**src/hw/rtl/lrs_pkg.sv**
```systemverilog
`default_nettype none

package lrs_pkg;

   // Defaults for the top-level parameters.
   localparam int DEPTH_DEFAULT       = 8;
   localparam int INDEX_WIDTH_DEFAULT = 16;

   // Fixed widths of the channel fields.
   localparam int REQ_TYPE_W = 1;
   localparam int FIELD_IDX_W = 16;
   localparam int STATUS_W = 3;
   localparam int FILL_W = 4;

   // Request codes.
   localparam logic [REQ_TYPE_W-1:0] REQ_TOUCH = 1'b0;
   localparam logic [REQ_TYPE_W-1:0] REQ_EVICT = 1'b1;

   // Response status codes.
   localparam logic [STATUS_W-1:0] ST_HIT    = 3'd0;
   localparam logic [STATUS_W-1:0] ST_INSERT = 3'd1;
   localparam logic [STATUS_W-1:0] ST_EVICT  = 3'd2;
   localparam logic [STATUS_W-1:0] ST_EMPTY  = 3'd3;
   localparam logic [STATUS_W-1:0] ST_FULL   = 3'd4;

   // Control broadcast from the top level to every cell.
   typedef struct packed {
      logic update;    // a word is accepted this cycle
      logic touch_go;  // touch that changes the stack (hit, or insert with room)
   } lrs_cell_ctl_type;

endpackage

`default_nettype wire

```
**src/hw/rtl/lrs_req_if.sv**
```systemverilog
`default_nettype none

interface lrs_req_if;
   import lrs_pkg::*;

   logic                   valid;
   logic                   ready;
   logic [REQ_TYPE_W-1:0]  req_type;
   logic [FIELD_IDX_W-1:0] touched_index;

   modport source (output valid, output req_type, output touched_index, input ready);
   modport sink (input valid, input req_type, input touched_index, output ready);
endinterface

`default_nettype wire

```
**src/hw/rtl/lrs_rsp_if.sv**
```systemverilog
`default_nettype none

interface lrs_rsp_if;
   import lrs_pkg::*;

   logic                   valid;
   logic                   ready;
   logic [STATUS_W-1:0]    status;
   logic [FIELD_IDX_W-1:0] victim_index;
   logic [FILL_W-1:0]      fill_count;

   modport source (output valid, output status, output victim_index, output fill_count,
                   input ready);
   modport sink (input valid, input status, input victim_index, input fill_count,
                 output ready);
endinterface

`default_nettype wire

```
**src/hw/rtl/lrs_cell.sv**
```systemverilog
`default_nettype none

// One place of the recency stack. It compares its entry with the touched key,
// takes its neighbor's entry when the stack shifts through it, and offers its
// entry as the victim when it holds the oldest valid entry.
module lrs_cell #(
   parameter int INDEX_WIDTH = 16,
   parameter int CELL_INDEX  = 0,
   parameter int CNT_W       = 4
) (
   input  wire                             clock,
   input  wire lrs_pkg::lrs_cell_ctl_type  ctl,
   input  wire [INDEX_WIDTH-1:0]           key,
   input  wire [CNT_W-1:0]                 count,
   input  wire [INDEX_WIDTH-1:0]           prev_entry,
   input  wire                             hit_seen_in,
   input  wire [INDEX_WIDTH-1:0]           victim_in,
   output logic [INDEX_WIDTH-1:0]          entry,
   output logic                            hit_seen_out,
   output logic [INDEX_WIDTH-1:0]          victim_out
);
   import lrs_pkg::*;

   localparam logic [CNT_W-1:0] MY_PLACE  = CNT_W'(CELL_INDEX);
   localparam logic [CNT_W-1:0] NEXT_FILL = CNT_W'(CELL_INDEX + 1);

   logic [INDEX_WIDTH-1:0] entry_ff;
   logic [INDEX_WIDTH-1:0] entry_in;
   logic                   valid;
   logic                   is_last;
   logic                   shift;

   assign valid   = (count > MY_PLACE);
   assign is_last = (count == NEXT_FILL);

   assign hit_seen_out = hit_seen_in | (valid && (entry_ff == key));
   assign victim_out   = victim_in | (is_last ? entry_ff : '0);

   // Cells up to and including the hit place shift back by one; on an insert
   // every cell shifts.
   assign shift    = ctl.update && ctl.touch_go && !hit_seen_in;
   assign entry_in = shift ? prev_entry : entry_ff;
   assign entry    = entry_ff;

   always_ff @(posedge clock) begin
      entry_ff <= entry_in;
   end
endmodule

`default_nettype wire

```
**src/hw/rtl/lru_recency_stack.sv**
```systemverilog
`default_nettype none

// LRU recency stack: keeps up to DEPTH block indices ordered by recency,
// most recent in cell 0.
// The req channel takes one word per request: req_type selects a touch
// (move a held index to the front, or insert a new one) or an evict of the
// least recently used entry. The rsp channel returns one word per request
// with the status, the evicted index (zero unless an evict succeeds) and the
// fill count after the request.
// A result is registered and appears on rsp the cycle after its request is
// accepted. Throughput is one request per cycle while the receiver keeps up,
// set by the cell chain, which compares every entry and shifts the stack at once.
// The result sits in an output register; req.ready stays high while that
// register is empty or being drained, so a stalled receiver holds back only
// the next request, and a waiting result is never overwritten.
// Reset empties the stack and drops any pending result. Entry contents are
// not cleared; places beyond the fill count are never compared or read.
// A touch of a new index on a full stack is refused with the full status;
// an evict on an empty stack returns the empty status.
module lru_recency_stack #(
   parameter int DEPTH       = lrs_pkg::DEPTH_DEFAULT,
   parameter int INDEX_WIDTH = lrs_pkg::INDEX_WIDTH_DEFAULT
) (
   input wire   clock,
   input wire   reset,
   lrs_req_if.sink   req,
   lrs_rsp_if.source rsp
);
   import lrs_pkg::*;

   localparam int CNT_W = $clog2(DEPTH + 1);
   localparam logic [CNT_W-1:0] FULL_COUNT = CNT_W'(DEPTH);

   // Stack fill and the registered response word.
   logic [CNT_W-1:0]       count_ff;
   logic [CNT_W-1:0]       count_in;
   logic                   rsp_valid_ff;
   logic                   rsp_valid_in;
   logic [STATUS_W-1:0]    status_ff;
   logic [STATUS_W-1:0]    status_in;
   logic [FIELD_IDX_W-1:0] victim_ff;
   logic [FIELD_IDX_W-1:0] victim_in;
   logic [FILL_W-1:0]      fill_ff;
   logic [FILL_W-1:0]      fill_in;

   logic                   accept;
   logic                   is_touch;
   logic                   any_hit;
   logic                   full;
   logic                   empty;
   logic [31:0]            key_wide;
   logic [INDEX_WIDTH-1:0] key;
   logic [31:0]            victim_wide;
   logic [31:0]            count_wide;
   lrs_cell_ctl_type       ctl;

   // Chain wires between neighboring cells.
   logic [INDEX_WIDTH-1:0] chain_entry [DEPTH+1];
   logic                   chain_hit [DEPTH+1];
   logic [INDEX_WIDTH-1:0] chain_victim [DEPTH+1];

   assign req.ready = !rsp_valid_ff || rsp.ready;
   assign accept    = req.valid && req.ready;

   // Indices are kept at INDEX_WIDTH bits; wider request bits are dropped.
   assign key_wide = 32'(req.touched_index);
   assign key      = key_wide[INDEX_WIDTH-1:0];

   assign is_touch = (req.req_type == REQ_TOUCH);
   assign full     = (count_ff == FULL_COUNT);
   assign empty    = (count_ff == '0);
   assign any_hit  = chain_hit[DEPTH];

   assign ctl.update   = accept;
   assign ctl.touch_go = is_touch && (any_hit || !full);

   // The front cell takes the touched key itself.
   assign chain_entry[0]  = key;
   assign chain_hit[0]    = 1'b0;
   assign chain_victim[0] = '0;

   for (genvar i = 0; i < DEPTH; i++) begin : g_cell
      lrs_cell #(
         .INDEX_WIDTH (INDEX_WIDTH),
         .CELL_INDEX  (i),
         .CNT_W       (CNT_W)
      ) u_cell (
         .clock        (clock),
         .ctl          (ctl),
         .key          (key),
         .count        (count_ff),
         .prev_entry   (chain_entry[i]),
         .hit_seen_in  (chain_hit[i]),
         .victim_in    (chain_victim[i]),
         .entry        (chain_entry[i+1]),
         .hit_seen_out (chain_hit[i+1]),
         .victim_out   (chain_victim[i+1])
      );
   end

   assign victim_wide = 32'(chain_victim[DEPTH]);

   // Request decode: new count and the response word.
   always_comb begin
      count_in  = count_ff;
      status_in = ST_HIT;
      victim_in = '0;
      if (is_touch) begin
         if (any_hit) begin
            status_in = ST_HIT;
         end else if (full) begin
            status_in = ST_FULL;
         end else begin
            status_in = ST_INSERT;
            count_in  = count_ff + CNT_W'(1);
         end
      end else begin
         if (empty) begin
            status_in = ST_EMPTY;
         end else begin
            status_in = ST_EVICT;
            victim_in = victim_wide[FIELD_IDX_W-1:0];
            count_in  = count_ff - CNT_W'(1);
         end
      end
   end

   assign count_wide   = 32'(count_in);
   assign fill_in      = count_wide[FILL_W-1:0];
   assign rsp_valid_in = accept || (rsp_valid_ff && !rsp.ready);

   always_ff @(posedge clock) begin
      if (reset) begin
         count_ff     <= '0;
         rsp_valid_ff <= 1'b0;
      end else begin
         rsp_valid_ff <= rsp_valid_in;
         if (accept) begin
            count_ff <= count_in;
         end
      end
   end

   always_ff @(posedge clock) begin
      if (accept) begin
         status_ff <= status_in;
         victim_ff <= victim_in;
         fill_ff   <= fill_in;
      end
   end

   assign rsp.valid        = rsp_valid_ff;
   assign rsp.status       = status_ff;
   assign rsp.victim_index = victim_ff;
   assign rsp.fill_count   = fill_ff;

   // The fill count never passes the stack depth.
   a_count_bounded: assert property (@(posedge clock) disable iff (reset)
      count_ff <= FULL_COUNT)
      else $error("fill count beyond stack depth");

   // An evict on an empty stack reports the empty status and keeps the count.
   a_empty_evict: assert property (@(posedge clock) disable iff (reset)
      accept && !is_touch && empty |=> rsp_valid_ff && (status_ff == ST_EMPTY)
         && (count_ff == '0))
      else $error("evict on empty stack not reported");

   // An insert grows the stack by exactly one entry.
   a_insert_grows: assert property (@(posedge clock) disable iff (reset)
      accept && is_touch && !any_hit && !full
         |=> (count_ff == CNT_W'($past(count_ff) + CNT_W'(1))) && (status_ff == ST_INSERT))
      else $error("insert did not grow the stack");

   // A touch on a full stack that misses leaves the count unchanged.
   a_full_refused: assert property (@(posedge clock) disable iff (reset)
      accept && is_touch && !any_hit && full |=> (count_ff == FULL_COUNT)
         && (status_ff == ST_FULL))
      else $error("full stack accepted a new index");
endmodule

`default_nettype wire

```
**src/flat_wrapper.sv**
```systemverilog
// flat-port wrapper written by rule: the top's interface ports become plain ports
module lru_recency_stack_flat import lrs_pkg::*;
#(
   parameter int DEPTH       = lrs_pkg::DEPTH_DEFAULT,
   parameter int INDEX_WIDTH = lrs_pkg::INDEX_WIDTH_DEFAULT
)
  (clock, reset, req_valid, req_req_type, req_touched_index, req_ready, rsp_valid, rsp_status, rsp_victim_index, rsp_fill_count, rsp_ready);
  lrs_req_if req_i ();
  lrs_rsp_if rsp_i ();
  input wire clock;
  input wire reset;
  input wire logic [$bits(req_i.valid)-1:0] req_valid;
  input wire logic [$bits(req_i.req_type)-1:0] req_req_type;
  input wire logic [$bits(req_i.touched_index)-1:0] req_touched_index;
  output wire logic [$bits(req_i.ready)-1:0] req_ready;
  output wire logic [$bits(rsp_i.valid)-1:0] rsp_valid;
  output wire logic [$bits(rsp_i.status)-1:0] rsp_status;
  output wire logic [$bits(rsp_i.victim_index)-1:0] rsp_victim_index;
  output wire logic [$bits(rsp_i.fill_count)-1:0] rsp_fill_count;
  input wire logic [$bits(rsp_i.ready)-1:0] rsp_ready;
  assign req_i.valid = req_valid;
  assign req_i.req_type = req_req_type;
  assign req_i.touched_index = req_touched_index;
  assign req_ready = req_i.ready;
  assign rsp_valid = rsp_i.valid;
  assign rsp_status = rsp_i.status;
  assign rsp_victim_index = rsp_i.victim_index;
  assign rsp_fill_count = rsp_i.fill_count;
  assign rsp_i.ready = rsp_ready;
  lru_recency_stack #(.DEPTH(DEPTH), .INDEX_WIDTH(INDEX_WIDTH)) u_core (.clock(clock), .reset(reset), .req(req_i), .rsp(rsp_i));
endmodule
```
**config.mk**
```make
export PLATFORM = sky130hd
export DESIGN_NAME = lru_recency_stack_flat
export DESIGN_NICKNAME = d
export VERILOG_FILES = /design/src/hw/rtl/lrs_pkg.sv /design/src/hw/rtl/lrs_req_if.sv /design/src/hw/rtl/lrs_rsp_if.sv /design/src/hw/rtl/lrs_cell.sv /design/src/hw/rtl/lru_recency_stack.sv /design/src/flat_wrapper.sv
export SDC_FILE = /design/constraint.sdc
export NUM_CORES = 1
export LEC_CHECK = 0
export BUFFER_PORTS_ARGS = -buffer_cell sky130_fd_sc_hd__buf_4
export CAP_MARGIN = 15
export CORE_MARGIN = 5
export CORE_UTILIZATION = 55
export CTS_CLUSTER_SIZE = 10
export DETAILED_ROUTE_END_ITERATION = 6
export PLACE_DENSITY = 0.75
export SLEW_MARGIN = 25
export SYNTH_ARGS = -nofsm -noshare
export SYNTH_HDL_FRONTEND = slang
export SYNTH_SLANG_ARGS = --single-unit
```
**constraint.sdc**
```tcl
create_clock -name clock -period 4.7 [get_ports clock]
set_input_delay 0.705 -clock clock [delete_from_list [all_inputs] [get_ports clock]]
set_output_delay 0.705 -clock clock [all_outputs]
set_load 0.01 [all_outputs]
```
==> impl_summary.md <==
Worst setup path
The biggest cell delay along the critical path is 610 ps. The worst-path maximum fanout is 19. The startpoint of the worst-slack reg-to-reg timing path is u_core.count_ff[1].

The arrival time of the worst setup path is approximately 4200 ps. The sum of buffers and inverters on the critical path is 2. The worst-path cell with the longest stage delay is sky130_fd_sc_hd__and2_1.

The start point of the critical path is u_core.count_ff[1]. The setup path with the least slack is of type flip-flop to flip-flop. The family of cells with the greatest summed delay on the critical path is simple AND/OR/NAND/NOR gates. The worst endpoint required time is approximately 4800 ps. The worst setup path is captured at a flip-flop.

The signal on the critical path passes through inv_1 > ha_1 > a2111oi_0 > nand3_1 > nor4_1 > nor3_1 > and3_1 > a21oi_2 > buf_4 > and2_1. STA classifies the critical path startpoint as a flip-flop.

STA
In the finished design, the share of the clock period the worst path needs comes to between 80 and 90%. The tightest slew margin relative to the limit is a little over two fifths. The worst hold slack is around 490 ps. Setup repair after global routing left no endpoint under its margin. Timing would allow up to between 200 and 250 MHz. Clock skew on the completed layout was measured at between 5 and 6 ps. Summed over all failing endpoints, the final setup total negative slack is 0 ps. The number of endpoints with negative hold slack in the final report was 0.

The count of endpoints failing setup in the final report is 0. The number of pins with negative max-slew slack in the final report is 0. At the pin with the least slew margin, the transition time is 866 ps. In the post-route analysis, the smallest setup slack over all paths is approximately 600 ps. The final period demand of the worst path is about 4100 ps.

Global routing
The number of antenna violations at the first check in global routing is 0. The first global-routing pass estimated ~29000 µm of wire. The via count of the first global-routing pass is 4952. The maximum number of pins on one net before global-route repair is 28.

For this run the aggregate overflow at the end of global routing stands at 0. Global routing consumed, over all layers together, between 20% and 30% of the routing resources.

Clock network
The count of hold buffers inserted by post-cts repair is 0. The root buffer cell is sky130_fd_sc_hd__clkbuf_16. The setup fix buffers added after clock tree synthesis is 0. The total number of H-tree levels is 4. After clock tree synthesis, the clock-pin slew on the worst setup and hold paths is ~60 ps. The source-to-sink clock delay at the later pin of the worst-skew pair is around 430 ps. The number of sinks handled by clock tree synthesis is 156. The count of cells resized by post-cts repair is 0. The clock buffer count from CTS is 17. The TritonCTS clock tree is yes. The clock passes through at most 2 buffers.

Routing
The remaining routing DRC violations is 0. The number of DRC markers after the initial detailed-route iteration is 968. For this block, wires on met1 add up to 7590 µm. Detailed routing placed a total of approximately 2400 µm of wire on met3.

The first TritonRoute pass finished after 5 iterations. The average vias per placed instance is between 6 and 7. Dividing the detail-routed wire length by the instance count gives around 25 µm. Once detail routing completed, the nets flagged for antenna violations numbered 0. The final layout contains routed wiring with a total length of 19500 µm.

Summing over every cut layer, the via total after detailed routing is just over 5000. Wire segments on met2 add up to between 8000 and 9000 µm in the final route. The highest routed metal layer is met4.

Die
The top-level I/O count is 46. Once the floorplan was initialized, standard cells occupied 56.2% of the core. The height of the die is roughly 130 µm. In this run the horizontal extent of the chip is 126 µm.

The core region area is between 0.01 and 0.015 mm². The area of the die is between 0.015 and 0.02 mm². Row generation in the floorplan step produced 42 rows.

Place
After legalization and detailed placement, the total HPWL measured between 10000 and 15000 µm. The placed instance count is 740. The count of input and output buffers is 45. The weighted congestion at the end of routability-driven global placement is slightly above 0.9. The post-detailed-placement cell area is approximately 0.0079 mm².

At the placement stage, the worst setup path has a slack of between 700 and 800 ps.

Yosys
The gate count after technology mapping is approximately 540. The net count after synthesis is 569. The cell area that synthesis handed to floorplanning was between 0.007 and 0.008 mm².

The number of flip-flops and latches in the synthesized netlist is roughly 160. In this run the mean area of a mapped cell was 13.7 µm². The share of the Yosys chip area taken by registers is around 62%. The number of enable-type register cells in the synthesized netlist is between 150 and 200. Counting flops with an async set or reset pin after synthesis yields a share of 0%. The unique cell type count in the Yosys netlist is 48. Among all flip-flop cells after synthesis, the most frequent one is sky130_fd_sc_hd__edfxtp_1.

The warning count from the yosys run is 0.

Power and ir drop
The largest vdd supply drop is roughly 0.00026 V. The power density of the placed cells is approximately 420 mW/mm². The completed layout was analyzed and its total power is approximately 3.6 mW. In this run the static leakage power is around 2.8 nW.

Run status
The flow ran to the end, and the final reports show no timing, DRC or antenna violations.

Worst hold path
The type of the tightest min-delay check is flip-flop to flip-flop. In this run the most critical hold path is launched from u_core.g_cell[4].u_cell.entry[4].

Layout
The total number of nets in the final design is 609. The area growth from synthesis to layout is 15.1%. After the flow finishes, the layout carries non-filler instances totaling ~770. Measured on the finished design, the core utilization comes to approximately 65%.

Fill cells in the final layout number about 1000. The fraction of final layout cells with drive strength greater than 1 is 16.0%. The repair_antennas step left the layout with diodes totalling 0. After routing the design area is 0.00857 mm².

Run
The tool flagged a number of max-cap violations equal to 0.
-- path summary, 6_finish.rpt --
| path | slack [ps] | endpoint | depth (start not counted) |
|---|---|---|---|
| min reg2reg | 490 | u_core.g_cell[5].u_cell.entry[4] | 0 |
| min | 490 | u_core.g_cell[5].u_cell.entry[4] | 0 |
| max | 600 | u_core.g_cell[3].u_cell.entry[9] | 10 |
| max reg2reg | 600 | u_core.g_cell[3].u_cell.entry[9] | 10 |
-- cells by family after synthesis --
family / Yosys count / synth area share (%)
XOR/XNOR: 130 / 15.3
AND/OR/NAND/NOR: 99 / 7.61
flip-flops: 156 / 62.2
adder cells (fa/ha/maj): 5 / 0.840
AO/OA/AOI/OAI: 108 / 11.1
buffers and inverters: 45 / 2.92
-- where the power goes --
group          switching, mW  internal [mW]  total, mW
combinational          0.284          0.169      0.453
sequential            0.0765           1.63       1.71
clock                  0.541          0.936       1.48
total                  0.902           2.73       3.64
-- layout by cell type (no fill, tap or decap), types with 3 or more instances in the layout --
master                        n
sky130_fd_sc_hd__a22oi_1     64
sky130_fd_sc_hd__nor4_1      20
sky130_fd_sc_hd__inv_1        8
sky130_fd_sc_hd__nand4_1     15
sky130_fd_sc_hd__a21oi_1      7
sky130_fd_sc_hd__nor2_1      12
sky130_fd_sc_hd__bufinv_16    5
sky130_fd_sc_hd__clkbuf_16   17
sky130_fd_sc_hd__and2_1       4
sky130_fd_sc_hd__a2111oi_0    3
sky130_fd_sc_hd__nor3_1       8
sky130_fd_sc_hd__nand3_1     12
sky130_fd_sc_hd__xnor2_1     46
sky130_fd_sc_hd__edfxtp_1   151
sky130_fd_sc_hd__xor2_1      84
sky130_fd_sc_hd__and3_1       7
sky130_fd_sc_hd__buf_4       57
sky130_fd_sc_hd__dfxtp_1      5
sky130_fd_sc_hd__ha_1         5
sky130_fd_sc_hd__nand2_1      9
sky130_fd_sc_hd__a41oi_1     16
-- routing by layer --
metal  GRT usage (%)  up-vias
met4            9.02        0
li1                -     2173
met3            6.39       66
met2            37.0      374
met5               0        -
met1            34.7     2479
-- final cells by class --
| cell class | instances | area, µm² | area share [%] |
|---|---|---|---|
| clock inverters | 12 | 196 | 2.29 |
| flip-flops and latches | 156 | 4630 | 54.1 |
| well taps | 176 | 220 | 2.57 |
| inverters | 9 | 33.8 | 0.394 |
| multi-input cells | 342 | 2620 | 30.6 |
| clock buffers | 19 | 433 | 5.05 |
| repair buffers | 57 | 428 | 4.99 |
-- cells in the mapped netlist, drive strengths merged (4+ instances only) --
library cell	count	area, µm²
inv	9	33.8
and2	4	25.0
a2111oi	4	41.3
dfxtp	5	100
nand2	9	33.8
buf	20	124
nor4	20	125
nand3	12	60.1
a41oi	16	140
ha	5	62.6
a22oi	64	480
nand4	15	93.8
nor3	9	45.0
xnor2	46	403
clkbuf	16	60.1
and3	7	43.8
nor2	13	51.3
a21oi	8	43.8
o21ai	4	20.0
edfxtp	151	4530
xor2	84	736
-- registers in the layout, indices dropped and copies added (netlist names) --
signal / count
u_core.g_cell.u_cell.entry: 128
u_core.rsp.victim_index: 16
u_core.count_ff: 4
u_core.rsp.fill_count: 4
u_core.rsp.status: 3
u_core.rsp.valid: 1
-- worst reg2reg max path, stage by stage (launching register included) --
cell,delay [ps]
sky130_fd_sc_hd__dfxtp_1,520
sky130_fd_sc_hd__inv_1,240
sky130_fd_sc_hd__ha_1,340
sky130_fd_sc_hd__a2111oi_0,450
sky130_fd_sc_hd__nand3_1,140
sky130_fd_sc_hd__nor4_1,460
sky130_fd_sc_hd__nor3_1,180
sky130_fd_sc_hd__and3_1,330
sky130_fd_sc_hd__a21oi_2,180
sky130_fd_sc_hd__buf_4,280
sky130_fd_sc_hd__and2_1,620
(Power assumes the default switching activity.)
